`src/hw/rtl/assert_macros.svh`:
```
// assertion macros shared by the nmea sentence parser rtl
// no dependencies; included by files that carry concurrent assertions
`ifndef ASSERT_MACROS_SVH
`define ASSERT_MACROS_SVH

// clocked assertion with an explicit clock and active-low reset
`define NSP_ASSERT_CLK(label, clk, rst_n, prop, msg) \
    label: assert property (@(posedge clk) disable iff (!rst_n) prop) else $error(msg);

// assertion on the block clock and reset
`define NSP_ASSERT(label, prop, msg) `NSP_ASSERT_CLK(label, i_clk, i_rst_n, prop, msg)

`endif

```
`src/hw/rtl/nsp_pkg.sv`:
```
// package for the nmea sentence parser: character codes, hex decode, result type
// no dependencies
`timescale 1ns / 1ps

package nsp_pkg;

    localparam logic [7:0] CH_DOLLAR = 8'h24;
    localparam logic [7:0] CH_BANG   = 8'h21;
    localparam logic [7:0] CH_STAR   = 8'h2A;
    localparam logic [7:0] CH_COMMA  = 8'h2C;
    localparam logic [7:0] CH_0      = 8'h30;
    localparam logic [7:0] CH_9      = 8'h39;
    localparam logic [7:0] CH_UA     = 8'h41;
    localparam logic [7:0] CH_UF     = 8'h46;
    localparam logic [7:0] CH_LA     = 8'h61;
    localparam logic [7:0] CH_LF     = 8'h66;
    localparam logic [7:0] HEX_TEN   = 8'd10;

    // first-field length where the address is complete, and talker length
    localparam logic [2:0] ADDR_LEN   = 3'd5;
    localparam logic [2:0] TALKER_LEN = 3'd2;

    // checksum position after the star
    localparam logic [1:0] STAR_NONE = 2'd0;
    localparam logic [1:0] STAR_HIGH = 2'd1;
    localparam logic [1:0] STAR_LOW  = 2'd2;
    localparam logic [1:0] STAR_DONE = 2'd3;

    typedef struct packed {
        logic       ok;
        logic [3:0] val;
    } t_hex;

    typedef struct packed {
        logic [7:0]  char_out;
        logic [4:0]  field_index;
        logic        is_content;
        logic        line_done;
        logic        start_ok;
        logic        checksum_ok;
        logic [5:0]  field_total;
        logic        address_found;
        logic [15:0] talker_code;
        logic [23:0] sentence_code;
    } t_result;

    function automatic t_hex hex_decode(input logic [7:0] ch);
        t_hex h;
        h.ok  = 1'b1;
        h.val = 4'd0;
        if (ch >= CH_0 && ch <= CH_9) begin
            h.val = 4'(ch - CH_0);
        end else if (ch >= CH_UA && ch <= CH_UF) begin
            h.val = 4'(ch - CH_UA + HEX_TEN);
        end else if (ch >= CH_LA && ch <= CH_LF) begin
            h.val = 4'(ch - CH_LA + HEX_TEN);
        end else begin
            h.ok = 1'b0;
        end
        return h;
    endfunction

endpackage

```
`src/hw/rtl/nsp_line_tracker.sv`:
```
// per-line state of the nmea parser and the result logic for one character
// depends on nsp_pkg
`timescale 1ns / 1ps

module nsp_line_tracker #(
    parameter int FIELD_LIMIT = 32
) (
    input  logic             i_clk,
    input  logic             i_rst_n,
    input  logic             i_advance,
    input  logic [7:0]       i_char,
    input  logic             i_line_end,
    output nsp_pkg::t_result o_result
);

    localparam int FW = $clog2(FIELD_LIMIT);
    localparam int CW = FW + 1;
    localparam logic [CW-1:0] LIMIT_C = CW'(FIELD_LIMIT);

    logic          r_start, n_start, u_start;
    logic          r_acc, n_acc, u_acc;
    logic [1:0]    r_star, n_star, u_star;
    logic [7:0]    r_xor, n_xor, u_xor;
    logic [3:0]    r_high, n_high, u_high;
    logic          r_hexg, n_hexg, u_hexg;
    logic          r_cs, n_cs, u_cs;
    logic [FW-1:0] r_field, n_field, u_field;
    logic [2:0]    r_len, n_len, u_len;
    logic [15:0]   r_two, n_two, u_two;
    logic [23:0]   r_three, n_three, u_three;

    logic [FW-1:0] fidx;
    logic          content;
    nsp_pkg::t_hex hex;
    logic [5:0]    fidx6;

    always_comb begin
        hex     = nsp_pkg::hex_decode(i_char);
        u_start = r_start;
        u_acc   = r_acc;
        u_star  = r_star;
        u_xor   = r_xor;
        u_high  = r_high;
        u_hexg  = r_hexg;
        u_cs    = r_cs;
        u_field = r_field;
        u_len   = r_len;
        u_two   = r_two;
        u_three = r_three;
        fidx    = '0;
        content = 1'b0;

        if (r_start) begin
            u_start = 1'b0;
            u_acc   = (i_char == nsp_pkg::CH_DOLLAR) || (i_char == nsp_pkg::CH_BANG);
        end else if (!r_acc) begin
            // rejected line, pass through
        end else if (r_star == nsp_pkg::STAR_NONE) begin
            fidx = r_field;
            if (i_char == nsp_pkg::CH_STAR) begin
                u_star = nsp_pkg::STAR_HIGH;
            end else begin
                u_xor = r_xor ^ i_char;
                if (i_char == nsp_pkg::CH_COMMA && (CW'(r_field) + CW'(1)) < LIMIT_C) begin
                    u_field = r_field + FW'(1);
                end else begin
                    content = 1'b1;
                    if (r_field == '0) begin
                        if (r_len < nsp_pkg::TALKER_LEN) begin
                            u_two = {r_two[7:0], i_char};
                        end
                        u_three = {r_three[15:0], i_char};
                        if (r_len < nsp_pkg::ADDR_LEN) begin
                            u_len = r_len + 3'd1;
                        end
                    end
                end
            end
        end else begin
            fidx = r_field;
            if (r_star != nsp_pkg::STAR_DONE) begin
                u_hexg = r_hexg && hex.ok;
                if (r_star == nsp_pkg::STAR_HIGH) begin
                    u_high = hex.val;
                    u_star = nsp_pkg::STAR_LOW;
                end else begin
                    u_cs   = r_hexg && hex.ok && ({r_high, hex.val} == r_xor);
                    u_star = nsp_pkg::STAR_DONE;
                end
            end
        end

        // a finished line returns everything to the idle line state
        n_start = i_line_end ? 1'b1 : u_start;
        n_acc   = i_line_end ? 1'b0 : u_acc;
        n_star  = i_line_end ? nsp_pkg::STAR_NONE : u_star;
        n_xor   = i_line_end ? 8'd0 : u_xor;
        n_high  = i_line_end ? 4'd0 : u_high;
        n_hexg  = i_line_end ? 1'b1 : u_hexg;
        n_cs    = i_line_end ? 1'b0 : u_cs;
        n_field = i_line_end ? '0 : u_field;
        n_len   = i_line_end ? 3'd0 : u_len;
        n_two   = i_line_end ? 16'd0 : u_two;
        n_three = i_line_end ? 24'd0 : u_three;

        fidx6                  = 6'(fidx);
        o_result               = '0;
        o_result.char_out      = i_char;
        o_result.field_index   = fidx6[4:0];
        o_result.is_content    = content;
        o_result.line_done     = i_line_end;
        if (i_line_end && u_acc) begin
            o_result.start_ok    = 1'b1;
            o_result.checksum_ok = u_cs;
            o_result.field_total = 6'(u_field) + 6'd1;
            if (u_len >= nsp_pkg::ADDR_LEN) begin
                o_result.address_found = 1'b1;
                o_result.talker_code   = u_two;
                o_result.sentence_code = u_three;
            end
        end
    end

    always_ff @(posedge i_clk) begin
        if (!i_rst_n) begin
            r_start <= 1'b1;
            r_acc   <= 1'b0;
            r_star  <= nsp_pkg::STAR_NONE;
            r_xor   <= 8'd0;
            r_high  <= 4'd0;
            r_hexg  <= 1'b1;
            r_cs    <= 1'b0;
            r_field <= '0;
            r_len   <= 3'd0;
            r_two   <= 16'd0;
            r_three <= 24'd0;
        end else if (i_advance) begin
            r_start <= n_start;
            r_acc   <= n_acc;
            r_star  <= n_star;
            r_xor   <= n_xor;
            r_high  <= n_high;
            r_hexg  <= n_hexg;
            r_cs    <= n_cs;
            r_field <= n_field;
            r_len   <= n_len;
            r_two   <= n_two;
            r_three <= n_three;
        end
    end

endmodule

```
`src/hw/rtl/nsp_out_reg.sv`:
```
// result register of the nmea parser with valid/stall handshake
// depends on nsp_pkg
`timescale 1ns / 1ps

module nsp_out_reg (
    input  logic             i_clk,
    input  logic             i_rst_n,
    input  logic             i_load,
    input  nsp_pkg::t_result i_result,
    input  logic             i_out_stall,
    output logic             o_valid,
    output nsp_pkg::t_result o_result,
    output logic             o_in_stall
);

    logic             r_valid;
    nsp_pkg::t_result r_result;

    // full and not drained this cycle
    assign o_in_stall = r_valid && i_out_stall;

    always_ff @(posedge i_clk) begin
        if (!i_rst_n) begin
            r_valid <= 1'b0;
        end else if (i_load) begin
            r_valid <= 1'b1;
        end else if (!i_out_stall) begin
            r_valid <= 1'b0;
        end
    end

    always_ff @(posedge i_clk) begin
        if (i_load) begin
            r_result <= i_result;
        end
    end

    assign o_valid  = r_valid;
    assign o_result = r_result;

endmodule

```
`src/hw/rtl/nmea_sentence_parser_core.sv`:
```
// top level of the nmea 0183 sentence parser
// depends on nsp_pkg, nsp_line_tracker, nsp_out_reg and assert_macros.svh
`timescale 1ns / 1ps
`include "assert_macros.svh"

// The parser takes one character per transaction and returns exactly one result
// transaction per character, in the cycle after it is taken. Unless stalled, it
// sustains one character per clock: the per-character work is a byte compare, an
// xor and a hex decode between the line-state registers and the result register,
// and the result register is the only buffer. o_in_stall is high only while that
// register is full and the downstream side stalls it, so it follows i_out_stall in
// the same cycle. A line must start with '$' or '!'; the result for the character
// flagged by i_line_end carries the line summary, and the line state then returns
// to reset, so the next character opens a new line. Fields beyond FIELD_LIMIT are
// merged into the last field.

module nmea_sentence_parser_core #(
    parameter int FIELD_LIMIT = 32
) (
    input  logic        i_clk,
    input  logic        i_rst_n,
    // character input
    input  logic        i_in_valid,
    output logic        o_in_stall,
    input  logic [7:0]  i_char_in,
    input  logic        i_line_end,
    // result output
    output logic        o_out_valid,
    input  logic        i_out_stall,
    output logic [7:0]  o_char_out,
    output logic [4:0]  o_field_index,
    output logic        o_is_content,
    output logic        o_line_done,
    output logic        o_start_ok,
    output logic        o_checksum_ok,
    output logic [5:0]  o_field_total,
    output logic        o_address_found,
    output logic [15:0] o_talker_code,
    output logic [23:0] o_sentence_code
);

    logic             accept;
    nsp_pkg::t_result next_result;
    nsp_pkg::t_result out_result;

    // a character transaction completes when valid and not stalled
    assign accept = i_in_valid && !o_in_stall;

    // line state and per-character decode
    nsp_line_tracker #(
        .FIELD_LIMIT (FIELD_LIMIT)
    ) u_tracker (
        .i_clk      (i_clk),
        .i_rst_n    (i_rst_n),
        .i_advance  (accept),
        .i_char     (i_char_in),
        .i_line_end (i_line_end),
        .o_result   (next_result)
    );

    // result register, parts the two handshakes
    nsp_out_reg u_out (
        .i_clk       (i_clk),
        .i_rst_n     (i_rst_n),
        .i_load      (accept),
        .i_result    (next_result),
        .i_out_stall (i_out_stall),
        .o_valid     (o_out_valid),
        .o_result    (out_result),
        .o_in_stall  (o_in_stall)
    );

    assign o_char_out      = out_result.char_out;
    assign o_field_index   = out_result.field_index;
    assign o_is_content    = out_result.is_content;
    assign o_line_done     = out_result.line_done;
    assign o_start_ok      = out_result.start_ok;
    assign o_checksum_ok   = out_result.checksum_ok;
    assign o_field_total   = out_result.field_total;
    assign o_address_found = out_result.address_found;
    assign o_talker_code   = out_result.talker_code;
    assign o_sentence_code = out_result.sentence_code;

    // every accepted character shows up as a result on the next clock
    `NSP_ASSERT(a_result_follows, accept |=> o_out_valid, "accepted character gave no result")

    // summary fields stay clear except on the final character of a line
    `NSP_ASSERT(a_summary_only_at_end,
        (o_out_valid && !o_line_done) |-> (!o_start_ok && !o_checksum_ok &&
        o_field_total == 6'd0 && !o_address_found), "summary set before line end")

    // a rejected line reports nothing
    `NSP_ASSERT(a_rejected_line,
        (o_out_valid && o_line_done && !o_start_ok) |-> (!o_checksum_ok &&
        o_field_total == 6'd0 && !o_address_found), "rejected line carries a summary")

    // address codes only with a complete address field
    `NSP_ASSERT(a_address_codes,
        (o_out_valid && !o_address_found) |-> (o_talker_code == 16'd0 &&
        o_sentence_code == 24'd0), "address codes without address")

endmodule
```
`config.mk`:
```
export PLATFORM = sky130hd
export DESIGN_NAME = nmea_sentence_parser_core
export DESIGN_NICKNAME = d
export VERILOG_FILES = /design/src/hw/rtl/nsp_pkg.sv /design/src/hw/rtl/nsp_line_tracker.sv /design/src/hw/rtl/nsp_out_reg.sv /design/src/hw/rtl/nmea_sentence_parser_core.sv
export VERILOG_INCLUDE_DIRS = /design/src /design/src/hw/rtl
export SDC_FILE = /design/constraint.sdc
export NUM_CORES = 1
export LEC_CHECK = 0
export BUFFER_PORTS_ARGS = -buffer_cell sky130_fd_sc_hd__clkbuf_2
export CORE_MARGIN = 2
export CORE_UTILIZATION = 55
export DETAILED_ROUTE_END_ITERATION = 6
export PLACE_DENSITY = 0.81
export SLEW_MARGIN = 20
export SYNTH_ARGS = -nofsm -noshare
export SYNTH_HDL_FRONTEND = slang
export SYNTH_HIERARCHICAL = 1
export SYNTH_SLANG_ARGS = --single-unit
```
`constraint.sdc`:
```
create_clock -name i_clk -period 6 [get_ports i_clk]
set_input_delay 0.6 -clock i_clk [delete_from_list [all_inputs] [get_ports i_clk]]
set_output_delay 0.6 -clock i_clk [all_outputs]
set_load 0.01 [all_outputs]
```
==> results of run 1 <==
[layout make-up]
class,count,area [sq um],area share
Sequential cell,131,3260,0.456
Multi-Input combinational cell,505,2690,0.377
Clock buffer,21,450,0.0630
Timing Repair Buffer,83,428,0.0598
Tap cell,140,175,0.0245
Clock inverter,11,88.8,0.0124
Inverter,14,52.6,0.00735
[logic make-up after synthesis]
logic type               synth area share
AO/OA/AOI/OAI                       0.139
flip-flops                          0.522
XOR/XNOR                           0.0294
buffers and inverters              0.0484
adder cells (fa/ha/maj)            0.0160
AND/OR/NAND/NOR                     0.241
multiplexers                      0.00500
[final timing paths]
| path | slack [ps] | from | end |
|---|---|---|---|
| worst max-delay path | 2420 | u_tracker/r_field[0] | u_tracker/r_two[8] |
| worst min-delay path | 450 | u_tracker/r_two[14] | u_tracker/r_two[14] |
| worst max register to register | 2420 | u_tracker/r_field[0] | u_tracker/r_two[8] |
| worst min register to register | 450 | u_tracker/r_two[14] | u_tracker/r_two[14] |
[flip-flops by register name, summed over array words and instances (netlist names), 2 cells and up]
signal / count
u_tracker/r_three: 24
u_tracker/r_two: 16
u_tracker/r_star: 2
u_tracker/r_xor: 8
u_out/o_result: 64
u_tracker/r_len: 3
u_tracker/r_high: 4
u_tracker/r_field: 5
[Yosys cell counts, types with 3 or more instances]
cell type / instances
sky130_fd_sc_hd__nand3_1: 21
sky130_fd_sc_hd__nand2_1: 217
sky130_fd_sc_hd__inv_1: 11
sky130_fd_sc_hd__xor2_1: 11
sky130_fd_sc_hd__edfxtp_1: 64
sky130_fd_sc_hd__nor2b_1: 10
sky130_fd_sc_hd__nand3b_1: 3
sky130_fd_sc_hd__o22ai_1: 9
sky130_fd_sc_hd__nor3b_1: 4
sky130_fd_sc_hd__a31oi_1: 30
sky130_fd_sc_hd__nor4_1: 7
sky130_fd_sc_hd__buf_2: 8
sky130_fd_sc_hd__and3_1: 5
sky130_fd_sc_hd__ha_1: 8
sky130_fd_sc_hd__dfxtp_1: 67
sky130_fd_sc_hd__and2_1: 10
sky130_fd_sc_hd__nand4_1: 3
sky130_fd_sc_hd__o21ai_1: 13
sky130_fd_sc_hd__o31ai_1: 3
sky130_fd_sc_hd__o21ai_0: 3
sky130_fd_sc_hd__nor2_1: 23
sky130_fd_sc_hd__buf_4: 13
sky130_fd_sc_hd__a21oi_1: 55
sky130_fd_sc_hd__nor3_1: 8
sky130_fd_sc_hd__o211ai_1: 3
sky130_fd_sc_hd__inv_2: 3
sky130_fd_sc_hd__nand2b_1: 4
sky130_fd_sc_hd__a21boi_0: 4
sky130_fd_sc_hd__o21a_1: 7
sky130_fd_sc_hd__buf_1: 3
sky130_fd_sc_hd__xnor2_1: 10
sky130_fd_sc_hd__clkbuf_1: 27
[report_power, final]
part	internal, W	leakage, nW	switching (W)	total (W)
logic	0.0000364	1.10	0.0000880	0.000124
clock network	0.000575	0.266	0.000372	0.000946
registers	0.000962	1.19	0.00000971	0.000972
total	0.00157	2.56	0.000469	0.00204
[routing by layer]
layer | track usage | wire (um)
met1 | 0.332 | 6400
met2 | 0.415 | 7530
met3 | 0.0593 | 1320
met4 | 0.114 | 393
met5 | 0 | 0
[critical path, delay by kind of cell (launching register included)]
| kind | cells | cell delay (ps) |
|---|---|---|
| compound gates | 1 | 280 |
| fa+ha+maj | 1 | 150 |
| buf+inv | 1 | 110 |
| flops | 1 | 370 |
| simple gates | 5 | 2570 |
[stage by stage]
stage,utilization,setup slack (ps)
floorplan,-,3100
global placement,0.602,2740
detailed placement,0.602,2560
CTS,0.651,2550
global route,0.651,2140
finish,0.651,2420
==> results list, run 1 <==
- Pin slew with the least headroom to its limit: 1080 ps
* Critical path required time: 6330 ps
- Worst hold margin: 453 ps
- The total count of hold-check failures in the final report was 0.
- Clk_lat worst skew: 410 ps
- Maximum number of pins on one net before global-route repair: 87
- At the worst endpoint, the arrival time is 3910 ps.
- Die height: 111 um
- Count of routing violations after the opening detailed-route iteration: 538
- Top-level I/O count: 79
- In this run the deepest clock path goes through 2 buffers.
- Power density cells: 286 nW/um^2
- Run status: finished with violations
- TritonCTS built the clock tree.
* Total negative slack for setup checks: 0 ps
- Largest area contributor in the synthesized netlist: sky130_fd_sc_hd__edfxtp_1
* Most used cells in the layout excluding fill and tap cells: sky130_fd_sc_hd__nand2_1, sky130_fd_sc_hd__clkbuf_2, sky130_fd_sc_hd__dfxtp_1
- Total of endpoints with negative setup slack in the final report: 0
- In this run, synthesis inferred 64 flip-flops with an integrated enable.
- The region available for standard cell placement spans 11000 sq um.
- Yosys printed 6 warnings.
- After layout, the design draws a total of 0.00204 W.
- First-pass GRT wire length: 25600 um
* Max-cap violations: 0
- Mean post-synth cell area: 8.92 sq um
- Max Slew Vio Count: 0
- After detailed routing, the average wire length per cell comes to 17.3 um.
* CP most frequent cell: sky130_fd_sc_hd__nand2_1
- Ant diodes: 0
- The share of synthesized area in the top cell type comes to 0.307.
* Final critical-path required period: 3580 ps
* Category of the worst setup path capture point: flop
- Dividing the final minimum period by the clock period gives 0.597.
- Number of vias after detailed routing: 5459
- In the synthesized netlist, the number of instances is 701.
- Design area: 7150 sq um
* Post-cts resize count: 0
* Via density: 6.03
- For this configuration, the core starts out at a cell density of 0.569.
- Pre-Repair DR Iteration Count: 7
* Total length of routed wires: 15600 um
- Fill cell total of the finished layout: 854
* RD Place Congestion: 0.908
- Class of the tightest hold or removal check: flop to flop
- The number of nets in the synthesized netlist is 722.
* RSZ-0062 raised after global routing: no
- Fraction of final layout cells sized beyond drive strength 1: 0.167
- The number of clock buffers added by TritonCTS is 17.
* Largest stage delay, worst path: 780 ps
- Number of remaining DRC errors: 7
* Type of origin of the critical path: flop
- For the worst flop-to-flop path, the logic depth is 8.
- Counting instances, the worst hold path has a depth of 2.
- Cell types with the largest area share after synthesis: sky130_fd_sc_hd__edfxtp_1, sky130_fd_sc_hd__dfxtp_1, sky130_fd_sc_hd__nand2_1
* CTS sink cnt: 131
- Slew Limit Headroom: 0.280
- Dpl hpwl: 9440 um
- Once detail routing completed, the nets flagged for antenna violations numbered 0.
- Kind of critical path: flop to flop
- Achievable frequency: 279 MHz
- Global routing finished with a remaining overflow of 0.
* Slowest cell on the critical path: sky130_fd_sc_hd__and2_1
- Failing checks: DRC
- In this run the cell area measured after placement is 6610 sq um.
- Static leakage power: 2.56 nW
- The H-tree was split into 4 levels.
- Post-CTS Hold Fix Bufs: 0
- Post-placement cell count: 873
* Count of port buffers added during placement: 78
- Primary FF master, synth: sky130_fd_sc_hd__dfxtp_1
- Summing every instance area after synthesis gives 6250 sq um.
- Cell variety after synth: 60
* Async SR Flop Fraction: 0
- Horizontal die dimension: 111 um
* Final instance count without filler cells: 905
- Sequential fraction of the synthesis area: 0.522
* Clock skew after layout: 5.42 ps
* Count of nets after finishing: 773
- Clk root buf: sky130_fd_sc_hd__clkbuf_16
- After clock tree synthesis, the setup repair step added 0 buffers.
* Floorplan row count: 38
* Worst vdd rail ir drop: 0.000161 V
- For this run, the total global-route usage over all layers was measured as 0.257.
- Vias in the first global route: 5247
- The number of antenna violations at the first check in global routing came to 0.
- Clock-pin slew was measured on the worst setup and hold paths at 60 ps.
* Crit path max fanout: 23
* FF+latch count, synth: 131
- Synth-to-Final Area Change: 14.4%
- Leaving out fill and tap cells, the most frequent cell in the layout is sky130_fd_sc_hd__nand2_1.
- The signal on the critical path passes through inv_1 > ha_1 > nor4b_1 > nand2_1 > nor3_2 > and2_1 > nand2_1 > o22ai_1.
* Die ar.: 12200 sq um
(Power assumes the default switching activity.)
==> inputs of run 2 (changes only) <==
==> constraint.sdc (replaced) <==
create_clock -name i_clk -period 3.6 [get_ports i_clk]
set_input_delay 0.36 -clock i_clk [delete_from_list [all_inputs] [get_ports i_clk]]
set_output_delay 0.36 -clock i_clk [all_outputs]
set_load 0.01 [all_outputs]
==> results list, run 2 (synthesized netlist as in run 1, its figures left out) <==
- Worst vdd rail ir drop: 0.000387 V (was 0.000161 V)
- Total of endpoints with negative setup slack in the final report: 0 (unchanged)
- Horizontal die dimension: 111 um (unchanged)
* Total negative slack for setup checks: 0 ps (unchanged)
- Initial cell density of the core: 0.569 (unchanged)
* Kind of critical path: flop to flop (unchanged)
* Setup Buffers After CTS: 0 (unchanged)
- The routed wire length came to 15600 um (about the same).
- Fraction of final layout cells sized beyond drive strength 1: 0.174 (was 0.167)
- The number of remaining DRC errors was 2 (was 7).
- The placed instance count was 877 (was 873).
- Floorplan row count: 38 (unchanged)
* CTS tree: built (unchanged)
- Run status: finished with violations (unchanged).
- Clk root buf: sky130_fd_sc_hd__clkbuf_16 (unchanged)
* Critical path required time: 3890 ps (was 6330 ps)
- Drt wl/cell: 17.1 um (was 17.3 um)
- The maximum number of pins on one net before global-route repair is 45 (was 87).
- Final instance count without filler cells: 909 (was 905)
- Total core area: 11000 sq um (unchanged)
- The worst hold-check path type was input port to flop (was flop to flop).
- Post-route clock period utilization: 0.783 (was 0.597)
- The initial detailed-routing violation count is 633 (was 538).
- The routed via count is 5439 (was 5459).
- The total global routing overflow came to 0 (unchanged).
- The number of global-route vias before repair is 5054 (was 5247).
- Residual antenna-violating net count after detailed routing: 0 (unchanged)
* Clock tree buffer depth: 2 (unchanged)
- The most frequent standard cell in the layout excluding fill and tap cells is sky130_fd_sc_hd__nand2_1 (unchanged).
- RSZ-0062 raised after global routing: no (unchanged)
- First-pass GRT wire length: 25700 um (was 25600 um)
* Most used cells in the layout excluding fill and tap cells: sky130_fd_sc_hd__nand2_1, sky130_fd_sc_hd__clkbuf_2, sky130_fd_sc_hd__dfxtp_1 (unchanged)
- Die height: 111 um (unchanged)
- Pre-Repair DR Iteration Count: 7 (unchanged)
- Max Slew Vio Count: 0 (unchanged)
- The via-per-instance ratio is 5.98 (was 6.03).
* Clock transition at path regs: 60 ps (about the same)
* Pre-CTS setup slack: 732 ps (was 2560 ps)
* Num CTS Buffers: 17 (unchanged)
- Count of nets after finishing: 777 (was 773)
- The TritonCTS sink count came to 131 (unchanged).
* Slowest cell on the critical path: sky130_fd_sc_hd__and2_1 (unchanged)
* Achievable frequency: 355 MHz (was 279 MHz)
- Dpl hpwl: 9730 um (was 9440 um)
- WP data arrival: 3100 ps (was 3910 ps)
* Final critical-path required period: 2820 ps (was 3580 ps)
* Clk_lat worst skew: 430 ps (was 410 ps)
- The clock tree skew after final layout was 10.3 ps (was 5.42 ps).
- The smallest setup slack after layout is 783 ps (was 2420 ps).
- Chain of cells forming the critical path: inv_1 > ha_1 > nor4b_1 > nand2_1 > nor3_2 > and2_1 > o21a_1 > o22ai_1 (was inv_1 > ha_1 > nor4b_1 > nand2_1 > nor3_2 > and2_1 > nand2_1 > o22ai_1)
* Failing checks: DRC (unchanged)
* Category of the worst setup path capture point: flop (unchanged)
- The weighted congestion reported at the end of routability-driven placement is 0.879 (was 0.908).
- Largest register FFs: 64 (unchanged)
- The total routing resource utilization after global routing came to 0.258 (was 0.257).
- The remaining max-slew budget at the tightest pin was 0.550 (was 0.280).
- The transition time of the tightest slew-check pin was 675 ps (was 1080 ps).
- Final core utilization: 0.660 (was 0.651)
- Synth-to-Final Area Change: 16.0% (was 14.4%)
* Antenna violations before repair: 0 (unchanged)
- The largest fanout of any net on the critical path was 13 (was 23).
- The number of placed I/O pins came to 79 (unchanged).
- The sort of element at the start of the critical path was a flop (unchanged).
- The static leakage power was 2.61 nW (was 2.56 nW).
* Final hold vios: 0 (unchanged)
* Largest stage delay, worst path: 480 ps (was 780 ps)
- The diode insertion count for antenna repair is 0 (unchanged).
- Max-cap violations: 0 (unchanged)
- The number of buffer cells added on primary ports is 78 (unchanged).
* H-tree lvl count: 4 (unchanged)
- The power density over cell area was 493 nW/um^2 (was 286 nW/um^2).
* Post-CTS Hold Fix Bufs: 0 (unchanged)
- The total die area is 12200 sq um (unchanged).
* Post-cts resize count: 0 (unchanged)
==> run 2: cell types whose count changed in the layout (fill, tap and decap cells not counted), sizes merged <==
| cell | delta |
|---|---|
| clkinv | -2 |
| buf | +4 |
| clkinvlp | +1 |
| bufinv | +2 |
| clkbuf | -2 |
| inv | +1 |
==> run 2: per-stage QoR <==
step	instance area [sq um]	hold WS [ps]	power (W)
2_1_floorplan	6250	429	0.00178
6_report	7250	301	0.00358
5_1_grt	7250	307	0.00369
4_1_cts	7250	302	0.00358
3_5_place_dp	6650	443	0.00185
3_3_place_gp	6650	436	0.00185
==> run 2: worst max-delay path: cells and delay by family, from the launching register on <==
kind | cells | cell delay, ps
compound gates | 2 | 560
fa+ha+maj | 1 | 150
buf+inv | 1 | 110
flops | 1 | 380
simple gates | 4 | 1470
==> run 2: path summary, 6_finish.rpt <==
| check | start | to | slack (ps) | cells after the start |
|---|---|---|---|---|
| hold / removal | i_out_stall | u_out/o_valid | 300 | 3 |
| setup / recovery | u_tracker/r_field[0] | u_tracker/r_two[9] | 780 | 8 |
| setup reg to reg | u_tracker/r_field[0] | u_tracker/r_two[9] | 780 | 8 |
| hold reg to reg | u_tracker/r_two[14] | u_tracker/r_two[14] | 450 | 2 |
==> run 2: report_power, final <==
| group | internal (W) | switching [W] |
|---|---|---|
| combinational | 0.0000619 | 0.000146 |
| clock | 0.00110 | 0.000648 |
| sequential | 0.00160 | 0.0000152 |
| total | 0.00277 | 0.000809 |
==> run 2: cell type report <==
cell class,instances,area [sq um]
multi-input combinational,505,2690
inverter,14,52.6
fill,852,3730
clock buffer,19,443
timing repair buffer,87,470
sequential,131,3260
clock inverter,13,159
tap,140,175
==> run 2: routing by layer <==
metal | vias to the layer above | share of wire | GRT usage
li1 | 2549 | - | -
met1 | 2533 | 0.40 | 0.340
met2 | 316 | 0.49 | 0.421
met3 | 41 | 0.090 | 0.0686
met4 | 0 | 0.018 | 0.0783
met5 | - | 0 | 0
==> inputs of run 3 (changes only) <==
==> constraint.sdc (replaced) <==
create_clock -name i_clk -period 2.73 [get_ports i_clk]
set_input_delay 0.273 -clock i_clk [delete_from_list [all_inputs] [get_ports i_clk]]
set_output_delay 0.273 -clock i_clk [all_outputs]
set_load 0.01 [all_outputs]
==> results list, run 3 (synthesized netlist as in run 1, its figures left out) <==
- The clock slew at the register clock pins of the worst setup and hold paths came to 60 ps (about the same).
* Chain of cells forming the critical path: and3_1 > a31oi_1 > o211a_2 > o32ai_1 > o21ai_2 > buf_4 > a21oi_1 (was inv_1 > ha_1 > nor4b_1 > nand2_1 > nor3_2 > and2_1 > o21a_1 > o22ai_1)
- The largest vdd supply drop came to 0.000382 V (was 0.000387 V).
- The wire length on met3 came to 1150 um (was 1400 um).
* Worst Reg2Reg Path Length in Cells: 7 (was 8)
* Max-cap violations: 0 (unchanged)
- Sw frac: 0.221 (was 0.226)
* Final critical-path required period: 2490 ps (was 2820 ps)
* FF/Latch Area: 3260 sq um (unchanged)
* Hold depth: 3 (unchanged)
- The count of cell instances traversed by the critical path was 7 (was 8).
* Achievable frequency: 402 MHz (was 355 MHz)
- The number of placed I/O pins is 79 (unchanged).
* Post-route clock period utilization: 0.911 (was 0.783)
- Slowest cell on the critical path: sky130_fd_sc_hd__o21ai_2 (was sky130_fd_sc_hd__and2_1)
- The starting density of the core is 0.569 (unchanged).
* Clk_lat worst skew: 410 ps (was 430 ps)
* Run status: finished clean (was finished with violations)
- Final hold vios: 0 (unchanged)
- The start point of the worst hold path was i_out_stall (unchanged).
- Count of port buffers added during placement: 78 (unchanged)
- Antenna violations before repair: 0 (unchanged)
* CTS tree: built (unchanged)
- The height of the die came to 111 um (unchanged).
* Largest stage delay, worst path: 530 ps (was 480 ps)
- WP data arrival: 2650 ps (was 3100 ps)
- Total negative slack for setup checks: 0 ps (unchanged)
- The category of the worst setup path capture point is a flop (unchanged).
- The largest buffer count on any clock path is 2 (unchanged).
- Kind of critical path: flop to flop (unchanged)
- Clock skew after layout: 7.80 ps (was 10.3 ps)
- The total of fill cells in the finished design came to 827 (was 852).
- The floorplan row count was 38 (unchanged).
- Sequential power share: 0.446 (was 0.452)
- The remaining max-slew budget at the tightest pin was 0.542 (was 0.550).
- The routed via count was 5582 (was 5439).
- The maximum number of pins on one net before global-route repair is 87 (was 45).
- The half-perimeter wire length after placement was 10200 um (was 9730 um).
- The master cell of the clock root buffer is sky130_fd_sc_hd__clkbuf_16 (unchanged).
- The power density over cell area is 647 nW/um^2 (was 493 nW/um^2).
- The count of buffering cells on the critical path with inverters included is 1 (unchanged).
- Worst hold margin: 228 ps (was 301 ps)
- The weighted congestion reported at the end of routability-driven placement came to 0.898 (was 0.879).
- Met2 Routed Length: 7930 um (was 7580 um)
* Reg-to-reg critical path endpoint: u_out/o_result[13] (was u_tracker/r_two[9])
- The flop-to-flop setup slack was 240 ps (was 780 ps).
- NetSw: 0.00106 W (was 0.000809 W)
- The number of remaining DRC errors came to 0 (was 2).
* Internal power component: 0.00373 W (was 0.00277 W)
- The area of the core region came to 11000 sq um (unchanged).
- The remaining antenna violation count after routing came to 0 (unchanged).
- Origin of the critical flop-to-flop path: u_tracker/r_field[2] (was u_tracker/r_field[0])
- The largest fanout of any net on the critical path was 11 (was 13).
- The routed wire length came to 15900 um (was 15600 um).
- The area of the multi-input gates came to 2700 sq um (was 2690 sq um).
- The number of global-route vias before repair is 5237 (was 5054).
- First-pass GRT wire length: 26100 um (was 25700 um)
- The TritonCTS sink count came to 131 (unchanged).
* Fraction of final layout cells sized beyond drive strength 1: 0.191 (was 0.174)
- The sum of routed wire segments on met1 was 6590 um (was 6310 um).
* Total of endpoints with negative setup slack in the final report: 0 (unchanged)
- The total of hold buffers inserted after clock tree synthesis was 0 (unchanged).
- Part of the total power dissipated in the clock network: 0.493 (was 0.490)
- The die outline width came to 111 um (unchanged).
- Num CTS Buffers: 17 (unchanged)
- Most used cells in the layout excluding fill and tap cells: sky130_fd_sc_hd__nand2_1, sky130_fd_sc_hd__clkbuf_2, sky130_fd_sc_hd__dfxtp_1 (unchanged)
* Type of origin of the critical path: flop (unchanged)
- The post-route core utilization came to 0.674 (was 0.660).
- The wire length per cell came to 17.3 um (was 17.1 um).
- The net count of the finished layout was 793 (was 777).
* Critical path required time: 2900 ps (was 3890 ps)
* Die ar.: 12200 sq um (unchanged)
* Largest register FFs: 64 (unchanged)
- The iteration count of the initial detailed-routing pass was 7 (unchanged).
- The deepest level of the CTS H-tree was 4 (unchanged).
- The total global routing overflow is 0 (unchanged).
* Part of the power in combinational logic: 0.061 (was 0.058)
* Pin slew with the least headroom to its limit: 686 ps (was 675 ps)
- Count of routing violations after the opening detailed-route iteration: 781 (was 633)
- Commonest non-fill, non-tap cell in the layout: sky130_fd_sc_hd__nand2_1 (unchanged)
- Via density: 6.04 (was 5.98)
- Class of the tightest hold or removal check: input port to flop (unchanged)
- The final-report max-slew violation count came to 0 (unchanged).
* Top metal layer carrying routed signals: met4 (unchanged)
* Synth-to-Final Area Change: 18.4% (was 16.0%)
- The diode insertion count for antenna repair was 0 (unchanged).
* Global routing usage summed across all routing layers: 0.263 (was 0.258)
- The worst min-delay path endpoint is u_out/o_valid (unchanged).
* RSZ-0062 raised after global routing: no (unchanged)
- Cell family with the largest share of critical-path delay: compound AO/OA/AOI/OAI gates (was simple AND/OR/NAND/NOR gates)
- The static leakage power came to 2.70 nW (was 2.61 nW).
==> run 3: worst register-to-register path: stages, from the launching register on <==
cell and delay, ps:
sky130_fd_sc_hd__dfxtp_1 420, sky130_fd_sc_hd__and3_1 280, sky130_fd_sc_hd__a31oi_1 270, sky130_fd_sc_hd__o211a_2 290, sky130_fd_sc_hd__o32ai_1 120, sky130_fd_sc_hd__o21ai_2 530, sky130_fd_sc_hd__buf_4 280, sky130_fd_sc_hd__a21oi_1 60
==> run 3: final cells by class <==
type                    instances  area share
clock inverters                13      0.0250
inverters                      14     0.00710
flip-flops and latches        131       0.441
well taps                     140      0.0237
multi-input cells             505       0.364
repair buffers                103      0.0815
clock buffers                  18      0.0580
==> run 3: how the worst max path moves through the flow <==
stage	from	end	slack, ps
final	u_tracker/r_field[2]	u_out/o_result[13]	240
after global placement	i_char_in[6]	u_out/o_result[11]	180
after global routing	u_tracker/r_star[1]	u_out/o_result[45]	110
after CTS	u_tracker/r_field[1]	u_out/o_result[30]	200
after floorplan	u_out/o_valid	u_tracker/r_three[10]	110
after detailed placement	i_char_in[6]	u_out/o_result[13]	150
==> run 3: per-stage QoR <==
stage               cell area, sq um  instances  power, W  setup slack, ps
detailed placement              6780        893   0.00246              155
finish                          7400        924   0.00479              243
floorplan                       6250        701   0.00235              108
global route                    7400        924   0.00492              109
CTS                             7400        924   0.00480              197
global placement                6780        893   0.00245              176
==> run 3: timing repair <==
action	CTS	global route
gates resized for setup	0	1
setup endpoints to repair	0	6
buffers inserted	0	0
==> run 3: power groups by stage <==
| stage | Clock [W] | Sequential (W) | Combinational (W) |
|---|---|---|---|
| 6_report | 0.00236 | 0.00213 | 0.000291 |
| 5_1_grt | 0.00247 | 0.00214 | 0.000314 |
| 4_1_cts | 0.00238 | 0.00213 | 0.000288 |
| 3_5_place_dp | 0 | 0.00218 | 0.000285 |
| 3_3_place_gp | 0 | 0.00217 | 0.000275 |
| 2_1_floorplan | 0 | 0.00220 | 0.000151 |
==> run 3: layer usage <==
metal | vias up | GRT usage
met3 | 31 | 0.0494
met1 | 2669 | 0.341
met2 | 308 | 0.440
met4 | 0 | 0.0933
met5 | - | 0
li1 | 2574 | -
